==> src/hdl/fda_pkg.sv <==
// Shared constants, types and the arctangent table of the fisheye dewarp address generator.
// Used by every file in this folder; depends on nothing.
package fda_pkg;

    localparam int RADIUS   = 700;
    localparam int N_PIX    = 2 * RADIUS;
    localparam int CENTER_RESET = 740;
    localparam int CFG_W    = 12;

    localparam int PI_Q      = 205887;
    localparam int HALF_PI_Q = 102944;
    localparam int GAIN_Q    = 39797;

    localparam int CORDIC_STEPS = 16;
    localparam int SQRT_STEPS   = 17;
    localparam int DIV_STEPS    = 17;
    localparam int CSTEP_W      = $clog2(CORDIC_STEPS);
    localparam int SSTEP_W      = $clog2(SQRT_STEPS);

    // reciprocals for division by constants
    localparam longint RECIP_N  = (64'd1 << 32) / N_PIX;
    localparam longint RECIP_PI = (64'd1 << 48) / PI_Q;

    typedef enum logic [0:0] {
        CFG_CENTER_X = 1'b0,
        CFG_CENTER_Y = 1'b1
    } t_cfg_reg;

    typedef struct packed {
        logic signed [20:0] x;
        logic signed [20:0] y;
        logic signed [19:0] z;
    } t_cordic;

    typedef struct packed {
        logic [33:0] rem;
        logic [34:0] root;
    } t_sqrt;

    typedef struct packed {
        logic [16:0] p;
        logic [16:0] dv;
        logic [16:0] q;
    } t_div;

    function automatic logic signed [19:0] atan_lut(input logic [CSTEP_W-1:0] k);
        logic signed [19:0] v;
        case (k)
            4'd0:    v = 20'sd51472;
            4'd1:    v = 20'sd30386;
            4'd2:    v = 20'sd16055;
            4'd3:    v = 20'sd8150;
            4'd4:    v = 20'sd4091;
            4'd5:    v = 20'sd2047;
            4'd6:    v = 20'sd1024;
            4'd7:    v = 20'sd512;
            4'd8:    v = 20'sd256;
            4'd9:    v = 20'sd128;
            4'd10:   v = 20'sd64;
            4'd11:   v = 20'sd32;
            4'd12:   v = 20'sd16;
            4'd13:   v = 20'sd8;
            4'd14:   v = 20'sd4;
            default: v = 20'sd2;
        endcase
        return v;
    endfunction

endpackage

==> src/hdl/fda_sqrt_cell.sv <==
// One bit-pair step of the integer square root, registered.
// Depends on fda_pkg.
module fda_sqrt_cell (
    input  logic                          i_clk,
    input  logic                          i_en,
    input  logic [fda_pkg::SSTEP_W-1:0]   i_step,
    input  fda_pkg::t_sqrt                i_d,
    output fda_pkg::t_sqrt                o_q
);
    import fda_pkg::*;

    logic [5:0]  sh;
    logic [34:0] bitv;
    logic [34:0] trial;
    t_sqrt       n_q;
    t_sqrt       r_q;

    always_comb begin
        sh    = 6'(2 * (SQRT_STEPS - 1)) - {i_step, 1'b0};
        bitv  = 35'd1 << sh;
        trial = i_d.root + bitv;
        if ({1'b0, i_d.rem} >= trial) begin
            n_q.rem  = 34'({1'b0, i_d.rem} - trial);
            n_q.root = (i_d.root >> 1) + bitv;
        end else begin
            n_q.rem  = i_d.rem;
            n_q.root = i_d.root >> 1;
        end
    end

    always_ff @(posedge i_clk) begin
        if (i_en) begin
            r_q <= n_q;
        end
    end

    assign o_q = r_q;

endmodule

==> config.mk <==
export PLATFORM = sky130hd
export DESIGN_NAME = fda_sqrt_cell
export DESIGN_NICKNAME = d
export VERILOG_FILES = /design/src/hdl/fda_pkg.sv /design/src/hdl/fda_sqrt_cell.sv
export SDC_FILE = /design/constraint.sdc
export NUM_CORES = 1
export LEC_CHECK = 0
export BUFFER_PORTS_ARGS = -buffer_cell sky130_fd_sc_hd__buf_2
export CAP_MARGIN = 10
export CORE_UTILIZATION = 40
export CTS_BUF_LIST = sky130_fd_sc_hd__clkbuf_4
export CTS_CLUSTER_SIZE = 24
export DETAILED_ROUTE_END_ITERATION = 6
export GPL_ROUTABILITY_DRIVEN = 0
export PLACE_DENSITY_LB_ADDON = 0.12
export REMOVE_ABC_BUFFERS = 1
export SETUP_SLACK_MARGIN = 0.3
export SLEW_MARGIN = 30
export SYNTH_ARGS = -nofsm -noshare
export SYNTH_HDL_FRONTEND = slang
export SYNTH_SLANG_ARGS = --single-unit
==> constraint.sdc <==
create_clock -name i_clk -period 5.7 [get_ports i_clk]
set_input_delay 0.57 -clock i_clk [delete_from_list [all_inputs] [get_ports i_clk]]
set_output_delay 0.57 -clock i_clk [all_outputs]
set_load 0.005 [all_outputs]
==> results by group <==
Route
  • DRC errors left: 0
  • Vias: 6458
  • Final antenna-violating net count: 0
  • Aggregate routed wire length: 18400 µm
  • Drt wl/cell: 15.6 µm
  • Vias per cell: 5.49
  • Initial DRC count: 298
  • Initial DRT Pass Iterations: 4

CTS
  • CTS H-tree lvls: 3
  • Clk sinks: 69
  • Postcts setup bufs: 0
  • Max clock buf depth: 2
  • CTS tree: yes
  • Clk Tree Root Cell: clkbuf_4
  • CTS Buf Count: 9
  • Worst-path clk slew: 120 ps

Synthesis
  • Adder-Cell Fraction of Synth Area: 12.7%
  • Mapped Area: 6940 µm²
  • Main combinational cell family by area after synthesis: compound AO/OA/AOI/OAI gates
  • Synth Area in Compound Gates: 24.5%
  • Synth top area cells: edfxtp_1 30%, ha_1 12%, xor2_1 6.7%
  • Cell count after synthesis: 811
  • Yosys top cell area share: 29.9%
  • Mux cell area share after synthesis: 0.793%
  • Avg Inst Size Synth: 8.56 µm²
  • Yosys cell types: 62
  • Yosys warns: 0
  • Most common flop cell mapped by yosys: edfxtp_1
  • Synth async-reset ratio: 0%
  • Seq cells post-synth: 69
  • Area leader, netlist: edfxtp_1
  • Post-synth EDFFs: 69
  • Register area share after synthesis: 29.9%
  • Synth Area in XOR/XNOR: 10.5%
  • Post-Synth Simple-Gate Area: 18.8%
  • Post-synth top cells: 111 x nand2_1, 71 x o21ai_0, 69 x edfxtp_1
  • Count leader, synth: nand2_1

STA
  • Worst Slack Setup Final: 585 ps
  • RSZ-0062 raised after global routing: no
  • Rel. slew slack: 38.9%
  • Fin. Hold Viols: 0
  • TNS Setup: 0 ps
  • Setup violations, final: 0
  • Period utilisation layout: 89.7%
  • Slew @ Worst Pin: 916 ps
  • Highest Clock Rate: 195 MHz
  • Pins Over Slew Limit: 0
  • Fin crit period: 5120 ps

Floorplan
  • Initial core utilization: 41.4%
  • Die Height: 134 µm
  • Num rows: 47
  • DIE WIDTH: 134 µm
  • Num ports: 145
  • Die area: 17900 µm²
  • Core Area: 16800 µm²

Layout
  • Max reg flops: 69
  • Design area: 8080 µm²
  • Antenna diodes: 0
  • Layout cell share with drive strength beyond 1: 20.8%
  • Layout Utilization: 48.2%
  • Post-layout nets: 1097
  • Finished Layout Cells: 1176
  • Area delta synth->final: 16.4%
  • # fillers: 1710

Flow run
  • Max Cap Violations: 0

Worst hold path
  • Min-Delay Path Class: in2reg
  • WHS Path Cells: 3

Setup path
  • Setup crit end: o_q[65]
  • Buf/Inv on CP: 3
  • Worst path max stage delay: 340 ps
  • Crit path max-delay family: compound AO/OA/AOI/OAI gates
  • CP Launch Type: input pin
  • Ordered list of cells on the worst path: buf_2, nand2_1, nor2_1, ha_1, and4_1, a211o_1, a31oi_2, o311ai_4, a31o_2, a31oi_1, nor2_1, o21ai_0, xor2_1, ha_1, inv_1, nor3_1, o211ai_1, a21oi_1, o21ai_4, buf_12, a221oi_1, a32oi_1
  • Cell count along the critical path: 22
  • Beginning of the critical path: i_step[0]
  • Crit path capture type: register
  • Crit-path slowest cell: a211o_1
  • Crit path DAT: 5320 ps
  • Critical path fanouts, max: 32
  • WP data required: 5910 ps
  • CP Class: in2reg

Outcome
  • Status: finished, final reports clean

Place
  • Placed inst area: 7930 µm²
  • Dpl hpwl: 14800 µm
  • Dpl ws: 61.9 ps
  • Port Buf Inserts: 144
  • Placed insts: 1161

Power and ir drop
  • Leakage Power: 3.41 nW
  • Worst ir drop on vdd: 0.0940 mV
  • Power per cell area: 187 nW/µm²

GRT
  • GR Overflow Total: 0
  • Vias in the first global route: 5960
  • Initial antenna violation count: 0
  • Wire length of the first global-routing pass: 29500 µm
  • Total GRT Usage: 21.1%
  • Largest net degree at the start of global routing: 70
report_power, final:
part / switching (mW) / internal [mW]
logic: 0.311 / 0.223
registers: 0.0127 / 0.629
clock network: 0.192 / 0.140
total: 0.516 / 0.992
per-layer routing:
layer	vias to the layer above	part of all wire, %	global-route usage [%]
li1	3322	-	-
met1	2979	46	27.2
met2	134	48	35.4
met3	23	4.4	3.81
met4	0	1.7	6.50
met5	-	0	0
cells in the final DEF, fill, tap and decap left out, types with 14 or more instances in the layout:
cell type / count
xor2_1: 53
nand3_1: 15
edfxtp_1: 69
o21bai_1: 14
buf_2: 144
inv_1: 23
o21ai_0: 71
a21oi_1: 37
ha_1: 68
xnor2_1: 30
nor3_1: 16
nor2_1: 66
nand2_1: 111
a31oi_1: 36
nand4_1: 14
area by class of cell:
| class | instances | area (µm²) | share of cell area [%] |
|---|---|---|---|
| multi-input combinational | 697 | 4690 | 58.1 |
| sequential | 69 | 2070 | 25.7 |
| timing repair buffer | 152 | 818 | 10.1 |
| tap | 220 | 275 | 3.41 |
| inverter | 23 | 86.3 | 1.07 |
| clock buffer | 11 | 82.6 | 1.02 |
| clock inverter | 4 | 50.0 | 0.620 |
worst min path at each step:
stage	slack [ps]	end	startpoint
after floorplan	680	o_q[0]	i_en
after global placement	880	o_q[63]	i_d[63]
after detailed placement	880	o_q[63]	i_d[63]
after CTS	350	o_q[52]	i_d[52]
after global routing	370	o_q[42]	i_d[42]
final	380	o_q[52]	i_d[52]
worst min-delay path: cells and delay by family:
kind,cells,cell delay [ps]
and+or+nand+nor,1,40
buffers and inverters,1,90
AOI/OAI and AO/OA,1,50
through the flow:
step / hold slack (ps) / power [mW]
after floorplan: 682 / 0.979
after detailed placement: 877 / 1.19
after global routing: 372 / 1.61
after CTS: 352 / 1.53
final: 384 / 1.51
after global placement: 882 / 1.19
kinds of logic after synthesis:
logic type | after synthesis
AO/OA/AOI/OAI | 256
XOR/XNOR | 83
AND/OR/NAND/NOR | 283
buffers and inverters | 45
flip-flops | 69
multiplexers | 5
adder cells (fa/ha/maj) | 70
what timing repair did:
item	CTS	global route
setup endpoints to repair	0	18
hold buffers	0	0
gates resized for setup	0	4
No activity file was read; power rests on OpenSTA's default activity.
