===== config.mk =====
export PLATFORM = sky130hd
export DESIGN_NAME = fda_cordic_cell
export DESIGN_NICKNAME = d
export VERILOG_FILES = /design/src/hdl/fda_pkg.sv /design/src/hdl/fda_cordic_cell.sv
export SDC_FILE = /design/constraint.sdc
export NUM_CORES = 1
export LEC_CHECK = 0
export BUFFER_PORTS_ARGS = -buffer_cell sky130_fd_sc_hd__buf_2
export CORE_UTILIZATION = 59
export DETAILED_ROUTE_END_ITERATION = 10
export PLACE_DENSITY = 0.83
export SETUP_SLACK_MARGIN = 0.1
export SYNTH_ARGS = -nofsm -noshare
export SYNTH_HDL_FRONTEND = slang
export SYNTH_SLANG_ARGS = --single-unit

===== constraint.sdc =====
create_clock -name i_clk -period 7.9 [get_ports i_clk]
set_input_delay 1.58 -clock i_clk [delete_from_list [all_inputs] [get_ports i_clk]]
set_output_delay 1.58 -clock i_clk [all_outputs]
set_load 0.01 [all_outputs]

===== src/hdl/fda_pkg.sv =====
// Shared constants, types and the arctangent table of the fisheye dewarp address generator.
// Used by every file in this folder; depends on nothing.
package fda_pkg;

    localparam int RADIUS   = 700;
    localparam int N_PIX    = 2 * RADIUS;
    localparam int CENTER_RESET = 740;
    localparam int CFG_W    = 12;

    localparam int PI_Q      = 205887;
    localparam int HALF_PI_Q = 102944;
    localparam int GAIN_Q    = 39797;

    localparam int CORDIC_STEPS = 16;
    localparam int SQRT_STEPS   = 17;
    localparam int DIV_STEPS    = 17;
    localparam int CSTEP_W      = $clog2(CORDIC_STEPS);
    localparam int SSTEP_W      = $clog2(SQRT_STEPS);

    // reciprocals for division by constants
    localparam longint RECIP_N  = (64'd1 << 32) / N_PIX;
    localparam longint RECIP_PI = (64'd1 << 48) / PI_Q;

    typedef enum logic [0:0] {
        CFG_CENTER_X = 1'b0,
        CFG_CENTER_Y = 1'b1
    } t_cfg_reg;

    typedef struct packed {
        logic signed [20:0] x;
        logic signed [20:0] y;
        logic signed [19:0] z;
    } t_cordic;

    typedef struct packed {
        logic [33:0] rem;
        logic [34:0] root;
    } t_sqrt;

    typedef struct packed {
        logic [16:0] p;
        logic [16:0] dv;
        logic [16:0] q;
    } t_div;

    function automatic logic signed [19:0] atan_lut(input logic [CSTEP_W-1:0] k);
        logic signed [19:0] v;
        case (k)
            4'd0:    v = 20'sd51472;
            4'd1:    v = 20'sd30386;
            4'd2:    v = 20'sd16055;
            4'd3:    v = 20'sd8150;
            4'd4:    v = 20'sd4091;
            4'd5:    v = 20'sd2047;
            4'd6:    v = 20'sd1024;
            4'd7:    v = 20'sd512;
            4'd8:    v = 20'sd256;
            4'd9:    v = 20'sd128;
            4'd10:   v = 20'sd64;
            4'd11:   v = 20'sd32;
            4'd12:   v = 20'sd16;
            4'd13:   v = 20'sd8;
            4'd14:   v = 20'sd4;
            default: v = 20'sd2;
        endcase
        return v;
    endfunction

endpackage


===== src/hdl/fda_cordic_cell.sv =====
// One CORDIC micro-rotation stage, rotation or vectoring mode, registered.
// Depends on fda_pkg.
module fda_cordic_cell (
    input  logic                          i_clk,
    input  logic                          i_en,
    input  logic [fda_pkg::CSTEP_W-1:0]   i_step,
    input  logic                          i_vec,
    input  fda_pkg::t_cordic              i_d,
    output fda_pkg::t_cordic              o_q
);
    import fda_pkg::*;

    logic               sigma;
    logic signed [20:0] xs;
    logic signed [20:0] ys;
    logic signed [19:0] ang;
    t_cordic            n_q;
    t_cordic            r_q;

    always_comb begin
        sigma = i_vec ? i_d.y[20] : !i_d.z[19];
        xs    = i_d.x >>> i_step;
        ys    = i_d.y >>> i_step;
        ang   = atan_lut(i_step);
        if (sigma) begin
            n_q.x = i_d.x - ys;
            n_q.y = i_d.y + xs;
            n_q.z = i_d.z - ang;
        end else begin
            n_q.x = i_d.x + ys;
            n_q.y = i_d.y - xs;
            n_q.z = i_d.z + ang;
        end
    end

    always_ff @(posedge i_clk) begin
        if (i_en) begin
            r_q <= n_q;
        end
    end

    assign o_q = r_q;

endmodule


==> results of run 1 <==
per-layer routing:
layer	wire length [microns]	track usage (%)	part of all wire, %	vias up
met5	0	0	0	-
met4	568	11.0	2.7	0
met3	1820	6.02	8.8	59
met2	9600	47.8	46	349
met1	8780	38.6	42	3452
li1	-	-	-	3640
layout by cell type (no fill, tap or decap), types with 27 or more instances in the layout:
cell	n
o21ai_0	56
xnor2_1	66
edfxtp_1	62
a21oi_1	67
xor2_1	34
ha_1	74
buf_2	130
mux2i_1	27
nor2_1	79
mux4_2	36
nand2_1	86
inv_1	32
how the worst max path moves through the flow:
stage	startpoint	end	slack, ns	cells past startpoint
6_report	i_step[1]	o_q[40]	1.20	20
5_1_grt	i_step[1]	o_q[60]	0.74	17
4_1_cts	i_step[1]	o_q[60]	1.24	17
3_5_place_dp	i_step[1]	o_q[60]	0.91	17
3_3_place_gp	i_step[1]	o_q[39]	0.98	21
2_1_floorplan	i_step[3]	o_q[60]	1.50	20
cell type report:
cell class | instances | area, sq um | area share, %
clock inverter | 6 | 52.6 | 0.562
multi-input combinational | 775 | 6130 | 65.5
inverter | 34 | 128 | 1.36
sequential | 62 | 1860 | 19.9
timing repair buffer | 141 | 733 | 7.84
clock buffer | 10 | 229 | 2.45
tap | 180 | 225 | 2.41
per-stage QoR:
step | hold slack, ns | instances
global route | 1.57 | 1208
global placement | 1.92 | 1192
floorplan | 1.69 | 915
CTS | 1.57 | 1208
finish | 1.57 | 1208
detailed placement | 1.92 | 1192
where the power goes:
group	internal [uW]	switching [uW]	leakage [uW]	total [uW]
clock	239	138	0.000133	377
sequential	502	20.0	0.000607	522
combinational	421	537	0.00317	957
cell families (layout without fill, tap and decap cells):
logic type	Yosys count	after routing
AO/OA/AOI/OAI	248	248
AND/OR/NAND/NOR	261	261
XOR/XNOR	100	100
buffers and inverters	78	191
flip-flops	62	62
multiplexers	89	89
adder cells (fa/ha/maj)	77	77
==> reports/results.txt, run 1 <==
Power Total = 1860 uW
Seq/Total Area, Yosys = 22.3%
Hold Fails Final Rpt = 0
Yosys Warn Count = 0
Hold-fix buffers, CTS = 0
postcts setup bufs = 0
Gate Count Post-Synth = 915
pre-CTS setup slack = 0.909 ns
drt total wl = 20,800 microns
Required @ worst endpoint = 7.98 ns
DRT antenna net count = 0
Synth Cell Area = 0.00835 sq mm
FP Rows = 43
WL/cell = 17.2 microns
Resized Gates After CTS = 0
ant diodes = 0
Synth async-reset ratio = 0%
Max VDD drop = 0.123 mV
Power per Cell Area = 198 mW/mm^2
#FFs+latches synth = 62
final count of negative-setup-slack endpoints = 0
outcome = completed
Largest register FFs = 62
fraction of layout cells with a size suffix above 1 = 22.9%
leading area contributor after synthesis = edfxtp_1
# Max-Cap Violations = 0
Final Instance Area = 0.00936 sq mm
final worst-path cycle share = 84.8%
Setup crit end kind = flop
Initial Util = 60.4%
Max FO, Critical Path = 35
Compound-Gate Fraction of Synth Area = 19.2%
initial antenna violation count = 0
crit path kind = input port to flop
Mapped Nets = 1,061
Total GRT Usage = 29.4%
Post-synth EDFFs = 62
Die ar. = 0.0146 sq mm
Detailed Place HPWL = 15,600 microns
most frequent cell on the critical path = nand2_1
Horiz. Die Dim = 121 microns
GPL Wtd Cong = 0.921
HP Class = input port to flop
CP Cell Sequence = buf_2 -> buf_4 -> mux4_1 -> mux2_2 -> o21ai_1 -> ha_1 -> nand2_1 -> or2_1 -> nand2_1 -> xnor2_1 -> ha_1 -> a21oi_1 -> nand2_1 -> o21ai_0 -> o311a_1 -> o221ai_1 -> a2111oi_0 -> nor3_1 -> a31oi_1 -> xnor2_1
clock root buffer = clkbuf_16
clock sinks = 62
Fillers = 1,099
hold path cells = 2
setup ws final = 1.20 ns
Leak Pwr = 0.00391 uW
Total Neg Setup Slack = 0 ns
synthesis-to-finish area growth = 12.1%
PortBufs = 130
syn_area_per_cell = 9.12 sq um
Most used DFF post-synth = edfxtp_1
Tightest Pin Transition = 0.864 ns
Final Core Density = 67.7%
Synth top area share = 22.3%
htree depth = 3
area post-placement = 0.00907 sq mm
worst hold start = i_d[20]
Synth area leaders = edfxtp_1 (22%), ha_1 (11%), mux4_2 (9.7%)
most frequent cells after synthesis = nand2_1 (86), nor2_1 (79), ha_1 (74)
die height = 121 microns
pin count of the biggest net entering global routing = 63
drt drc = 0
number of distinct library cells after synthesis = 82
normalized max-slew margin = 42.4%
clk buf depth = 2
mean number of vias per cell = 6.21
Crit path largest cell delay = 0.64 ns
Crit path max-delay family = compound AO/OA/AOI/OAI gates
CP max stage cell = buf_2
Synth Area in Simple Gates = 14.8%
Hold Path Sink = o_q[20]
largest family of logic cells by synthesized area = compound AO/OA/AOI/OAI gates
Max Slew Vio Count = 0
core area = 0.0138 sq mm
Reg clk slew, reported paths = 0.06 ns
fmax = 149 MHz
mux cell area share after synthesis = 17.0%
CP bufs+invs = 2
I/O pin cnt = 131
crit path DAT = 6.78 ns
GRT overflow = 0
CTS Buf Count = 9
XOR/XNOR share of the synthesized area = 10.5%
first-pass GRT wire length = 34,100 microns
most frequent cell after synthesis = nand2_1
post-layout min period = 6.70 ns
CP Launch Type = input port
vias in the first global route = 7,083
RSZ-0062 raised after global routing = no
detailed-route via count = 7,500
CTS tree = yes
drt pass-1 iters = 5
initial DRC count = 778
Final #Nets = 1,169
post-synthesis adder-cell area fraction = 11.8%
Power figures use the tool's default switching activity.
==> inputs of run 2 (changes only) <==
==> constraint.sdc (replaced) <==
create_clock -name i_clk -period 7 [get_ports i_clk]
set_input_delay 1.4 -clock i_clk [delete_from_list [all_inputs] [get_ports i_clk]]
set_output_delay 1.4 -clock i_clk [all_outputs]
set_load 0.01 [all_outputs]
==> run 2 against run 1 <==
Effect of this change:
- setup slack got worse by 0.74 ns
- count of clock-buffer cells in the layout is 2 higher
- clock power grew 12%
- cell area grew 0.37%
- wire length grew 1.3%
- largest cell class unchanged
- largest power group unchanged
==> reports/results.txt, run 2 (same netlist as run 1, synthesis figures left out) <==
outcome = completed
detailed-route via count = 7,658 (+2.1%)
initial antenna violation count = 0 (unchanged)
clk buf depth = 2 (unchanged)
Power Total = 2100 uW (+13%)
DRT antenna net count = 0 (unchanged)
Setup crit end kind = flop
Max FO, Critical Path = 16 (-54%)
htree depth = 3 (unchanged)
Power per Cell Area = 223 mW/mm^2 (+13%)
# Max-Cap Violations = 0 (unchanged)
RSZ-0062 raised after global routing = no
Detailed Place HPWL = 15,500 microns (-0.74%)
I/O pin cnt = 131 (unchanged)
Tightest Pin Transition = 0.899 ns (+0.0348 ns)
ant diodes = 0 (unchanged)
Switching Share = 37.2% (-0.18 points)
crit path DAT = 6.61 ns (-0.17 ns)
die height = 121 microns (unchanged)
Hold-fix buffers, CTS = 0 (unchanged)
Clk pwr share = 20.2% (about the same)
post-layout min period = 6.53 ns
clock sinks = 62 (unchanged)
Max Slew Vio Count = 0 (unchanged)
Total GRT Usage = 29.6% (+0.22 points)
pre-CTS setup slack = 0.291 ns (-0.619 ns)
final worst-path cycle share = 93.4%
drt drc = 0 (unchanged)
Initial Util = 60.4% (unchanged)
Reg power frac = 28.1% (about the same)
Resized Gates After CTS = 0 (unchanged)
setup ws final = 0.465 ns (-0.739 ns)
Die ar. = 0.0146 sq mm (unchanged)
Final Core Density = 67.9% (+0.25 points)
Internal Pwr Total = 1320 uW (+13%)
Hold Fails Final Rpt = 0 (unchanged)
GRT overflow = 0 (unchanged)
fraction of layout cells with a size suffix above 1 = 23.4% (+0.49 points)
Reg clk slew, reported paths = 0.05 ns (about the same)
crit path kind = input port to flop
drt pass-1 iters = 8 (+3)
mean number of vias per cell = 6.32 (+1.8%)
commonest non-fill, non-tap cell in the layout = buf_2
Total Neg Setup Slack = 0 ns (unchanged)
most frequent cells in the layout = buf_2 (130), nand2_1 (86), nor2_1 (79)
initial DRC count = 785 (+0.90%)
WL/cell = 17.4 microns (+1.0%)
CTS Buf Count = 9 (unchanged)
drt total wl = 21,100 microns (+1.3%)
postcts setup bufs = 0 (unchanged)
Leak Pwr = 0.00393 uW (+0.71%)
start point of the critical path = i_step[1]
combinational share of power = 51.7% (about the same)
GPL Wtd Cong = 0.938 (+1.9%)
fmax = 153 MHz
Max VDD drop = 0.140 mV (+14%)
HP Class = input port to flop
synthesis-to-finish area growth = 12.5%
first-pass GRT wire length = 34,300 microns (+0.57%)
FP Rows = 43 (unchanged)
CP Launch Type = input port
worst hold start = i_d[20]
Final #Nets = 1,175 (+0.51%)
Required @ worst endpoint = 7.07 ns (-0.91 ns)
core area = 0.0138 sq mm (unchanged)
PortBufs = 130 (unchanged)
WHS = 1.40 ns (-0.178 ns)
final count of negative-setup-slack endpoints = 0 (unchanged)
normalized max-slew margin = 39.9% (-2.5 points)
CTS tree = yes
Horiz. Die Dim = 121 microns (unchanged)
vias in the first global route = 7,286 (+2.9%)
clock root buffer = clkbuf_16
Net Sw Power = 781 uW (+12%)
Largest register FFs = 62 (unchanged)
pin count of the biggest net entering global routing = 63 (unchanged)
==> run 2: path summary, 6_finish.rpt <==
path              cells past startpoint  slack [ns]  endpoint
setup / recovery                     21        0.47   o_q[61]
hold / removal                        2        1.40   o_q[20]
==> run 2: critical path, stage by stage <==
cell,delay [ns]
buf_2,0.34
buf_4,0.28
buf_4,0.24
mux4_2,0.52
o22ai_1,0.27
nand4_1,0.19
o31ai_4,0.12
nor2b_1,0.28
nand2_1,0.10
o21ai_0,0.21
xor2_1,0.10
ha_1,0.37
inv_1,0.10
a2111oi_0,0.34
a21oi_1,0.16
a2111oi_1,0.62
o21a_1,0.23
o21a_1,0.14
nor4_1,0.06
o41ai_1,0.42
xnor2_1,0.11
==> run 2: power by group through the flow <==
stage / clock, uW / combinational (uW) / sequential (uW)
finish: 424 / 1080 / 590
global route: 448 / 1200 / 599
CTS: 433 / 1080 / 591
detailed placement: 0 / 1060 / 595
global placement: 0 / 1050 / 593
floorplan: 0 / 726 / 661
==> run 2: routing by layer <==
| metal | vias up | part of all wire (%) | GRT usage [%] |
|---|---|---|---|
| met3 | 54 | 8.8 | 5.87 |
| met2 | 391 | 46 | 48.9 |
| li1 | 3646 | - | - |
| met4 | 0 | 2.8 | 12.3 |
| met1 | 3567 | 42 | 37.9 |
| met5 | - | 0 | 0 |
==> run 2: final cells by class <==
class,count,area [sq um]
Clock inverter,2,35.0
Multi-Input combinational cell,775,6130
Tap cell,180,225
Inverter,34,128
Timing Repair Buffer,147,778
Fill cell,1086,4440
Sequential cell,62,1860
Clock buffer,12,236
==> run 2: stage by stage <==
| step | instances | area [sq um] |
|---|---|---|
| 4_1_cts | 1212 | 9390 |
| 3_5_place_dp | 1198 | 9120 |
| 3_3_place_gp | 1198 | 9120 |
| 2_1_floorplan | 915 | 8350 |
| 5_1_grt | 1212 | 9390 |
| 6_report | 1212 | 9390 |
