--- config.mk ---
export PLATFORM = sky130hd
export DESIGN_NAME = fda_div_cell
export DESIGN_NICKNAME = d
export VERILOG_FILES = /design/src/hdl/fda_pkg.sv /design/src/hdl/fda_div_cell.sv
export SDC_FILE = /design/constraint.sdc
export NUM_CORES = 1
export LEC_CHECK = 0
export BUFFER_PORTS_ARGS = -buffer_cell sky130_fd_sc_hd__clkbuf_2
export CAP_MARGIN = 30
export CORE_AREA = 5 5 106 108
export DETAILED_ROUTE_END_ITERATION = 10
export DIE_AREA = 0 0 111 113
export PLACE_DENSITY = 0.58
export SLEW_MARGIN = 15
export SYNTH_ARGS = -nofsm -noshare
export SYNTH_HDL_FRONTEND = slang
export SYNTH_SLANG_ARGS = --single-unit
--- constraint.sdc ---
create_clock -name i_clk -period 3.15 [get_ports i_clk]
set_input_delay 0.4725 -clock i_clk [delete_from_list [all_inputs] [get_ports i_clk]]
set_output_delay 0.4725 -clock i_clk [all_outputs]
set_load 0.005 [all_outputs]
--- src/hdl/fda_pkg.sv ---
// Shared constants, types and the arctangent table of the fisheye dewarp address generator.
// Used by every file in this folder; depends on nothing.
package fda_pkg;

    localparam int RADIUS   = 700;
    localparam int N_PIX    = 2 * RADIUS;
    localparam int CENTER_RESET = 740;
    localparam int CFG_W    = 12;

    localparam int PI_Q      = 205887;
    localparam int HALF_PI_Q = 102944;
    localparam int GAIN_Q    = 39797;

    localparam int CORDIC_STEPS = 16;
    localparam int SQRT_STEPS   = 17;
    localparam int DIV_STEPS    = 17;
    localparam int CSTEP_W      = $clog2(CORDIC_STEPS);
    localparam int SSTEP_W      = $clog2(SQRT_STEPS);

    // reciprocals for division by constants
    localparam longint RECIP_N  = (64'd1 << 32) / N_PIX;
    localparam longint RECIP_PI = (64'd1 << 48) / PI_Q;

    typedef enum logic [0:0] {
        CFG_CENTER_X = 1'b0,
        CFG_CENTER_Y = 1'b1
    } t_cfg_reg;

    typedef struct packed {
        logic signed [20:0] x;
        logic signed [20:0] y;
        logic signed [19:0] z;
    } t_cordic;

    typedef struct packed {
        logic [33:0] rem;
        logic [34:0] root;
    } t_sqrt;

    typedef struct packed {
        logic [16:0] p;
        logic [16:0] dv;
        logic [16:0] q;
    } t_div;

    function automatic logic signed [19:0] atan_lut(input logic [CSTEP_W-1:0] k);
        logic signed [19:0] v;
        case (k)
            4'd0:    v = 20'sd51472;
            4'd1:    v = 20'sd30386;
            4'd2:    v = 20'sd16055;
            4'd3:    v = 20'sd8150;
            4'd4:    v = 20'sd4091;
            4'd5:    v = 20'sd2047;
            4'd6:    v = 20'sd1024;
            4'd7:    v = 20'sd512;
            4'd8:    v = 20'sd256;
            4'd9:    v = 20'sd128;
            4'd10:   v = 20'sd64;
            4'd11:   v = 20'sd32;
            4'd12:   v = 20'sd16;
            4'd13:   v = 20'sd8;
            4'd14:   v = 20'sd4;
            default: v = 20'sd2;
        endcase
        return v;
    endfunction

endpackage

--- src/hdl/fda_div_cell.sv ---
// One restoring-division step: one quotient bit per cell, registered.
// Depends on fda_pkg.
module fda_div_cell (
    input  logic          i_clk,
    input  logic          i_en,
    input  logic [16:0]   i_div,
    input  fda_pkg::t_div i_d,
    output fda_pkg::t_div o_q
);
    import fda_pkg::*;

    logic [17:0] p2;
    logic        ge;
    t_div        n_q;
    t_div        r_q;

    always_comb begin
        p2      = {i_d.p, i_d.dv[16]};
        ge      = p2 >= {1'b0, i_div};
        n_q.p   = ge ? 17'(p2 - {1'b0, i_div}) : p2[16:0];
        n_q.dv  = {i_d.dv[15:0], 1'b0};
        n_q.q   = {i_d.q[15:0], ge};
    end

    always_ff @(posedge i_clk) begin
        if (i_en) begin
            r_q <= n_q;
        end
    end

    assign o_q = r_q;

endmodule

==> flow_summary.ini, run 1 <==
[status]
result_of_the_run = complete, no violations

[grt]
first_global_vias = 2140
grt_overflow_total = 0
initial_antenna_violation_count = 0
largest_net_degree_at_the_start_of_global_routing = 29
grt_use_total = 0.112
global_route_wire_length_before_repair_mm = 11.2

[yosys]
ys.flop_type = edfxtp_1
yosys.area_share.xor_xnor = 0.0357
postSynthAreaPerCell_um2 = 13.2
synth_area_leaders = edfxtp_1, ha_1, mux2_4, inv_1, xnor2_1
fraction_of_the_mapped_netlist_area_in_compound_gates = 0.131
netlist-cell-type-count = 47
yosys_register_bits = 50
syn_nets = 292
synth_top_family_by_area = compound AO/OA/AOI/OAI gates
yosys.area_share.adder = 0.0864
synth_top_cell_by_area = edfxtp_1
synth_commonest_cells = edfxtp_1, inv_1, ha_1, a21oi_1, mux2_4
synth_enable_flop_cells = 50
synthCells = 204
yosysMostFrequentCell = edfxtp_1
synth_seq_area_share = 0.557
top_area_cell_type_share_of_the_netlist_area = 0.557
post_synth_instance_area_um2 = 2700
synthesized_area_fraction_occupied_by_and_or_nand_nor_cells = 0.0822
synth_mux_area_frac = 0.0594
ys_warn_count = 0
ys_async_sr_fraction = 0

[setup_path]
crit_slowest_cell = and2_4
worst-path-max-fanout = 10
cp_data_required_time_ns = 3.21
critical_path.cell_chain = clkbuf_2 > inv_1 > ha_1 > a21o_1 > a211o_1 > a21oi_2 > and2_4 > inv_12 > mux2_4
cpPeakStageDelay_ns = 0.37
arrival_ns = 2.55
critPathTopFamily = compound AO/OA/AOI/OAI gates
cp-start-kind = input port
setup.worst_path.end_class = flop
timing_worst_setup_path_type = in2reg
critical_path.n_buffers_inverters = 3

[floorplanning]
floorplan.rows = 37
die_h_um = 113
fp.coreArea_um2 = 10100
ios = 121
die_area_um2 = 12500
floorplan.initialDensity = 0.266
die_w_um = 111

[timing]
final_period_minus_worst_setup_slack_ns = 2.49
fmaxAchievable_ghz = 0.402
worst_slew_pin_slew_ns = 0.692
number_of_pins_with_negative_max_slew_slack_in_the_final_report = 0
rsz0062_at_grt = no
finalHoldViolations = 0
setup_viol_count_final = 0
totalNegativeSetupSlack_ns = 0
relSlewSlack = 0.539
timing.final.crit_share = 0.789

[layout]
antennaDiodeCount = 0
largest_register_ff_count = 50
finalNetCount = 418
syn_to_final_growth_pct = 32.2
layout-drive-gt1-share = 0.456

[detailed_routing]
via_count = 2053
drtAntennaViolNets = 0
drtPass1Iterations = 4
post_route_m1_wl_mm = 2.98
vias_per_cell = 4.40
post-route-drc-count = 0
met2WireLength_mm = 3.04
totalWireLength_mm = 6.89
avg_wl_per_cell_um = 14.8
detailedRoute.firstIterationViolations = 87
met3_length_um = 777
highest-signal-layer = met4

[min_path]
hold_end = o_q[14]
min-delay-start = i_d[13]
hold_path_depth = 1
hold_path_class = in2reg

[pwr]
peakVddDrop_mv = 0.210
power.density_cell_area_nw_per_um2 = 472
static-leakage-power_nw = 1.63
final_total_power_mw = 1.68

[clocking]
tritoncts_clock_tree = built
cts_post_setup_buffers_inserted = 0
clkTransAtPathRegs_ns = 0.09
clk_path_buf_depth = 2
hold_buffers = 0
post_cts.resized_instances = 0
clock-root-buffer = clkbuf_8
clock_sink_count = 50
htree_levels = 2
cts_buffers = 5

[flow_run]
max_cap_violations = 0

[placed_design]
total_of_buffers_placed_on_input_and_output_ports = 118
dp_hpwl_mm = 5.78
finalWeightedCongestion = 0.849
[logic make-up (layout without fill, tap and decap cells)]
kind of cell             count (synthesis)  after routing
adder cells (fa/ha/maj)                 18             18
AO/OA/AOI/OAI                           47             47
XOR/XNOR                                11             11
other                                    1              1
flip-flops                              50             50
buffers and inverters                   25            152
multiplexers                            11             11
AND/OR/NAND/NOR                         41             41
[layout make-up]
class	instances	area, um2
clock buffer	5	68.8
clock inverter	3	43.8
fill	1053	6580
inverter	23	98.8
multi-input combinational	129	1070
sequential	50	1500
tap	136	170
timing repair buffer	121	613
[cells in the final DEF, fill, tap and decap left out, drive strengths merged, types with 2 or more instances in the layout]
cell type	instances
clkbuf	123
edfxtp	50
inv	24
ha	17
a21oi	15
mux2	10
nand2	9
xnor2	8
nand3	8
o21ai	7
nor2	6
nor3	4
and2	4
o31ai	4
a21o	3
nand2b	3
a21boi	3
xor2	3
buf	3
o21bai	3
o21a	2
o2bb2ai	2
[power breakdown]
part | switching (mW) | internal (mW) | leakage (nW)
Clock | 0.214 | 0.238 | 0.0585
Sequential | 0.0205 | 0.818 | 0.489
Combinational | 0.193 | 0.198 | 1.08
Total | 0.428 | 1.25 | 1.63
[layer usage]
metal  vias up  GRT usage
met5         -          0
met4         0     0.0419
met3         6     0.0433
met2       107      0.178
met1       932      0.140
li1       1008          -
[how the worst max path moves through the flow]
stage / cells after the start / slack, ns / to / startpoint
3_5_place_dp: 9 / 0.36 / o_q[37] / i_div[15]
3_3_place_gp: 12 / 0.37 / o_q[41] / i_d[33]
6_report: 9 / 0.66 / o_q[39] / i_div[15]
5_1_grt: 12 / 0.51 / o_q[46] / i_d[33]
4_1_cts: 12 / 0.68 / o_q[37] / i_d[33]
2_1_floorplan: 12 / 0.58 / o_q[37] / i_d[33]
[through the flow]
| stage | instances | util | setup WS, ns | hold WS, ns | area (um2) |
|---|---|---|---|---|---|
| 2_1_floorplan | 204 | - | 0.577 | 0.571 | 2700 |
| 6_report | 467 | 0.351 | 0.663 | 0.340 | 3560 |
| 5_1_grt | 467 | 0.351 | 0.509 | 0.322 | 3560 |
| 3_5_place_dp | 459 | 0.340 | 0.359 | 0.651 | 3450 |
| 4_1_cts | 467 | 0.351 | 0.679 | 0.324 | 3560 |
| 3_3_place_gp | 459 | 0.340 | 0.366 | 0.650 | 3450 |
(Power assumes the default switching activity.)
==> run 2, diff against run 1 <==
--- a/config.mk
+++ b/config.mk
@@ -5,12 +5,13 @@
 export SDC_FILE = /design/constraint.sdc
 export NUM_CORES = 1
 export LEC_CHECK = 0
+export ABC_AREA = 1
 export BUFFER_PORTS_ARGS = -buffer_cell sky130_fd_sc_hd__clkbuf_2
 export CAP_MARGIN = 30
-export CORE_AREA = 5 5 106 108
+export CORE_AREA = 5 5 114 116
 export DETAILED_ROUTE_END_ITERATION = 10
-export DIE_AREA = 0 0 111 113
-export PLACE_DENSITY = 0.58
+export DIE_AREA = 0 0 119 121
+export PLACE_DENSITY = 0.57
 export SLEW_MARGIN = 15
 export SYNTH_ARGS = -nofsm -noshare
 export SYNTH_HDL_FRONTEND = slang
==> constraint.sdc (replaced) <==
create_clock -name i_clk -period 2.3 [get_ports i_clk]
set_input_delay 0.345 -clock i_clk [delete_from_list [all_inputs] [get_ports i_clk]]
set_output_delay 0.345 -clock i_clk [all_outputs]
set_load 0.005 [all_outputs]
==> run 2 against run 1 <==
  * Cell count rose by 37%
  * Power rose by 56%
  * Setup slack got worse by 0.41 ns
  * Highest routed layer unchanged
  * Hold slack got worse by 0.11 ns
==> flow_summary.ini, run 2 <==
[grt]
initial_antenna_violation_count = 0
first_global_vias = 2675
largest_net_degree_at_the_start_of_global_routing = 51
global_route_wire_length_before_repair_mm = 12.8
grt_overflow_total = 0
grt_use_total = 0.111

[clocking]
hold_buffers = 0
clk_path_buf_depth = 2
clock-root-buffer = clkbuf_16
cts_buffers = 5
htree_levels = 2
cts_post_setup_buffers_inserted = 0
post_cts.resized_instances = 0
clock_sink_count = 50
tritoncts_clock_tree = built
clkTransAtPathRegs_ns = 0.07

[detailed_routing]
post-route-drc-count = 0
via_count = 2679
detailedRoute.firstIterationViolations = 101
drtPass1Iterations = 4
vias_per_cell = 4.19
avg_wl_per_cell_um = 12.5
drtAntennaViolNets = 0
totalWireLength_mm = 7.97

[status]
result_of_the_run = complete, no violations

[yosys]
synth_top_cell_by_area = edfxtp_1
synth_area_leaders = edfxtp_1, nand2_1, inv_1, ha_1, nand3_1
postSynthAreaPerCell_um2 = 8.89
ys_warn_count = 0
synth_enable_flop_cells = 50
yosysMostFrequentCell = nand2_1
yosys_register_bits = 50
synthCells = 353
synth_seq_area_share = 0.478
syn_nets = 441
top_area_cell_type_share_of_the_netlist_area = 0.478
netlist-cell-type-count = 27
ys.flop_type = edfxtp_1
post_synth_instance_area_um2 = 3140
synth_commonest_cells = nand2_1, inv_1, edfxtp_1, nand3_1
ys_async_sr_fraction = 0

[placed_design]
dp_hpwl_mm = 6.63
finalWeightedCongestion = 0.784
total_of_buffers_placed_on_input_and_output_ports = 118

[layout]
syn_to_final_growth_pct = 32.7
layout-drive-gt1-share = 0.386
layout_common_cells = clkbuf_2, nand2_1, inv_1, edfxtp_1, nand3_1
layout_commonest_cell = clkbuf_2
finalNetCount = 579
total_of_fill_cells_in_the_finished_design = 1269
antennaDiodeCount = 0
largest_register_ff_count = 50

[min_path]
min-delay-start = i_d[27]
hold_end = o_q[28]
hold_path_depth = 1
hold_path_class = in2reg

[timing]
timing.final.crit_share = 0.891
worst_slew_pin_slew_ns = 0.649
relSlewSlack = 0.567
timing.hold.ws_ns = 0.232
finalHoldViolations = 0
totalNegativeSetupSlack_ns = 0
setup_viol_count_final = 0
number_of_pins_with_negative_max_slew_slack_in_the_final_report = 0
final_period_minus_worst_setup_slack_ns = 2.05
rsz0062_at_grt = no
fmaxAchievable_ghz = 0.488

[setup_path]
cp-start-kind = input port
worst-path-max-fanout = 18
arrival_ns = 2.09
setup.worst_path.end_class = flop
cp_data_required_time_ns = 2.35
timing_worst_setup_path_type = in2reg

[pwr]
power.density_cell_area_nw_per_um2 = 630
static-leakage-power_nw = 2.23
peakVddDrop_mv = 0.298

[floorplanning]
die_area_um2 = 14400
ios = 121
die_w_um = 119
die_h_um = 121
floorplan.initialDensity = 0.266
floorplan.rows = 40
fp.coreArea_um2 = 11800

[flow_run]
max_cap_violations = 0
## run 2: cell count changes in the layout (fill, tap and decap cells not counted), sizes merged, moves of 4 or more
cell / change
inv: +44
mux2: -10
nand3: +25
xnor2: -8
nor2: +7
nand2: +127
o31ai: -4
buf: +15
a21oi: -4
xor2: +4
o21ai: -6
## run 2: report_power, final
group	switching [mW]	total [mW]	internal, mW
clock	0.310	0.823	0.513
combinational	0.374	0.657	0.283
sequential	0.0240	1.14	1.12
total	0.708	2.62	1.91
## run 2: kinds of logic after synthesis
| group | after synthesis | share of synthesized area |
|---|---|---|
| compound gates | 12 | 0.0227 |
| xor+xnor | 7 | 0.0195 |
| fa+ha+maj | 18 | 0.0742 |
| buf+inv | 74 | 0.0989 |
| flops | 50 | 0.478 |
| other cells | 1 | 0.00120 |
| simple gates | 191 | 0.305 |
## run 2: critical path, stage by stage
cell	delay, ns
clkbuf_2	0.08
inv_1	0.03
ha_1	0.33
nand2_2	0.11
inv_2	0.06
nand2_4	0.07
a21oi_2	0.06
nor3_4	0.43
nand2_4	0.36
nand2_1	0.17
nand2_1	0.06
## run 2: metal layers
metal	GRT usage	wire length [um]	part of all wire	vias up
met3	0.0266	494	0.062	6
met1	0.130	3450	0.43	1193
met2	0.199	3910	0.49	86
li1	-	-	-	1394
met4	0.0391	117	0.015	0
met5	0	0	0	-
## run 2: layout make-up
cell class,count,area (um2),area share
well taps,147,184,0.0442
multi-input cells,229,1330,0.319
clock buffers,6,129,0.0310
clock inverters,2,37.5,0.00902
flip-flops and latches,50,1500,0.361
repair buffers,136,726,0.174
inverters,69,259,0.0622
## run 2: how the worst max path moves through the flow
stage | startpoint | endpoint | slack (ns)
finish | i_div[13] | o_q[48] | 0.25
global route | i_div[13] | o_q[49] | 0.1
CTS | i_div[13] | o_q[47] | 0.21
detailed placement | i_div[11] | o_q[48] | -0.11
global placement | i_div[15] | o_q[47] | -0.09
floorplan | i_div[13] | o_q[38] | 0.36
## run 2: stage by stage
stage / instances / setup WS [ns] / power [mW] / util / instance area, um2
final: 639 / 0.251 / 2.62 / 0.352 / 4160
after detailed placement: 631 / -0.111 / 1.83 / 0.338 / 4000
after global routing: 639 / 0.0979 / 2.80 / 0.352 / 4160
after global placement: 631 / -0.0922 / 1.82 / 0.338 / 4000
after floorplan: 353 / 0.365 / 1.55 / - / 3140
after CTS: 639 / 0.207 / 2.69 / 0.352 / 4160
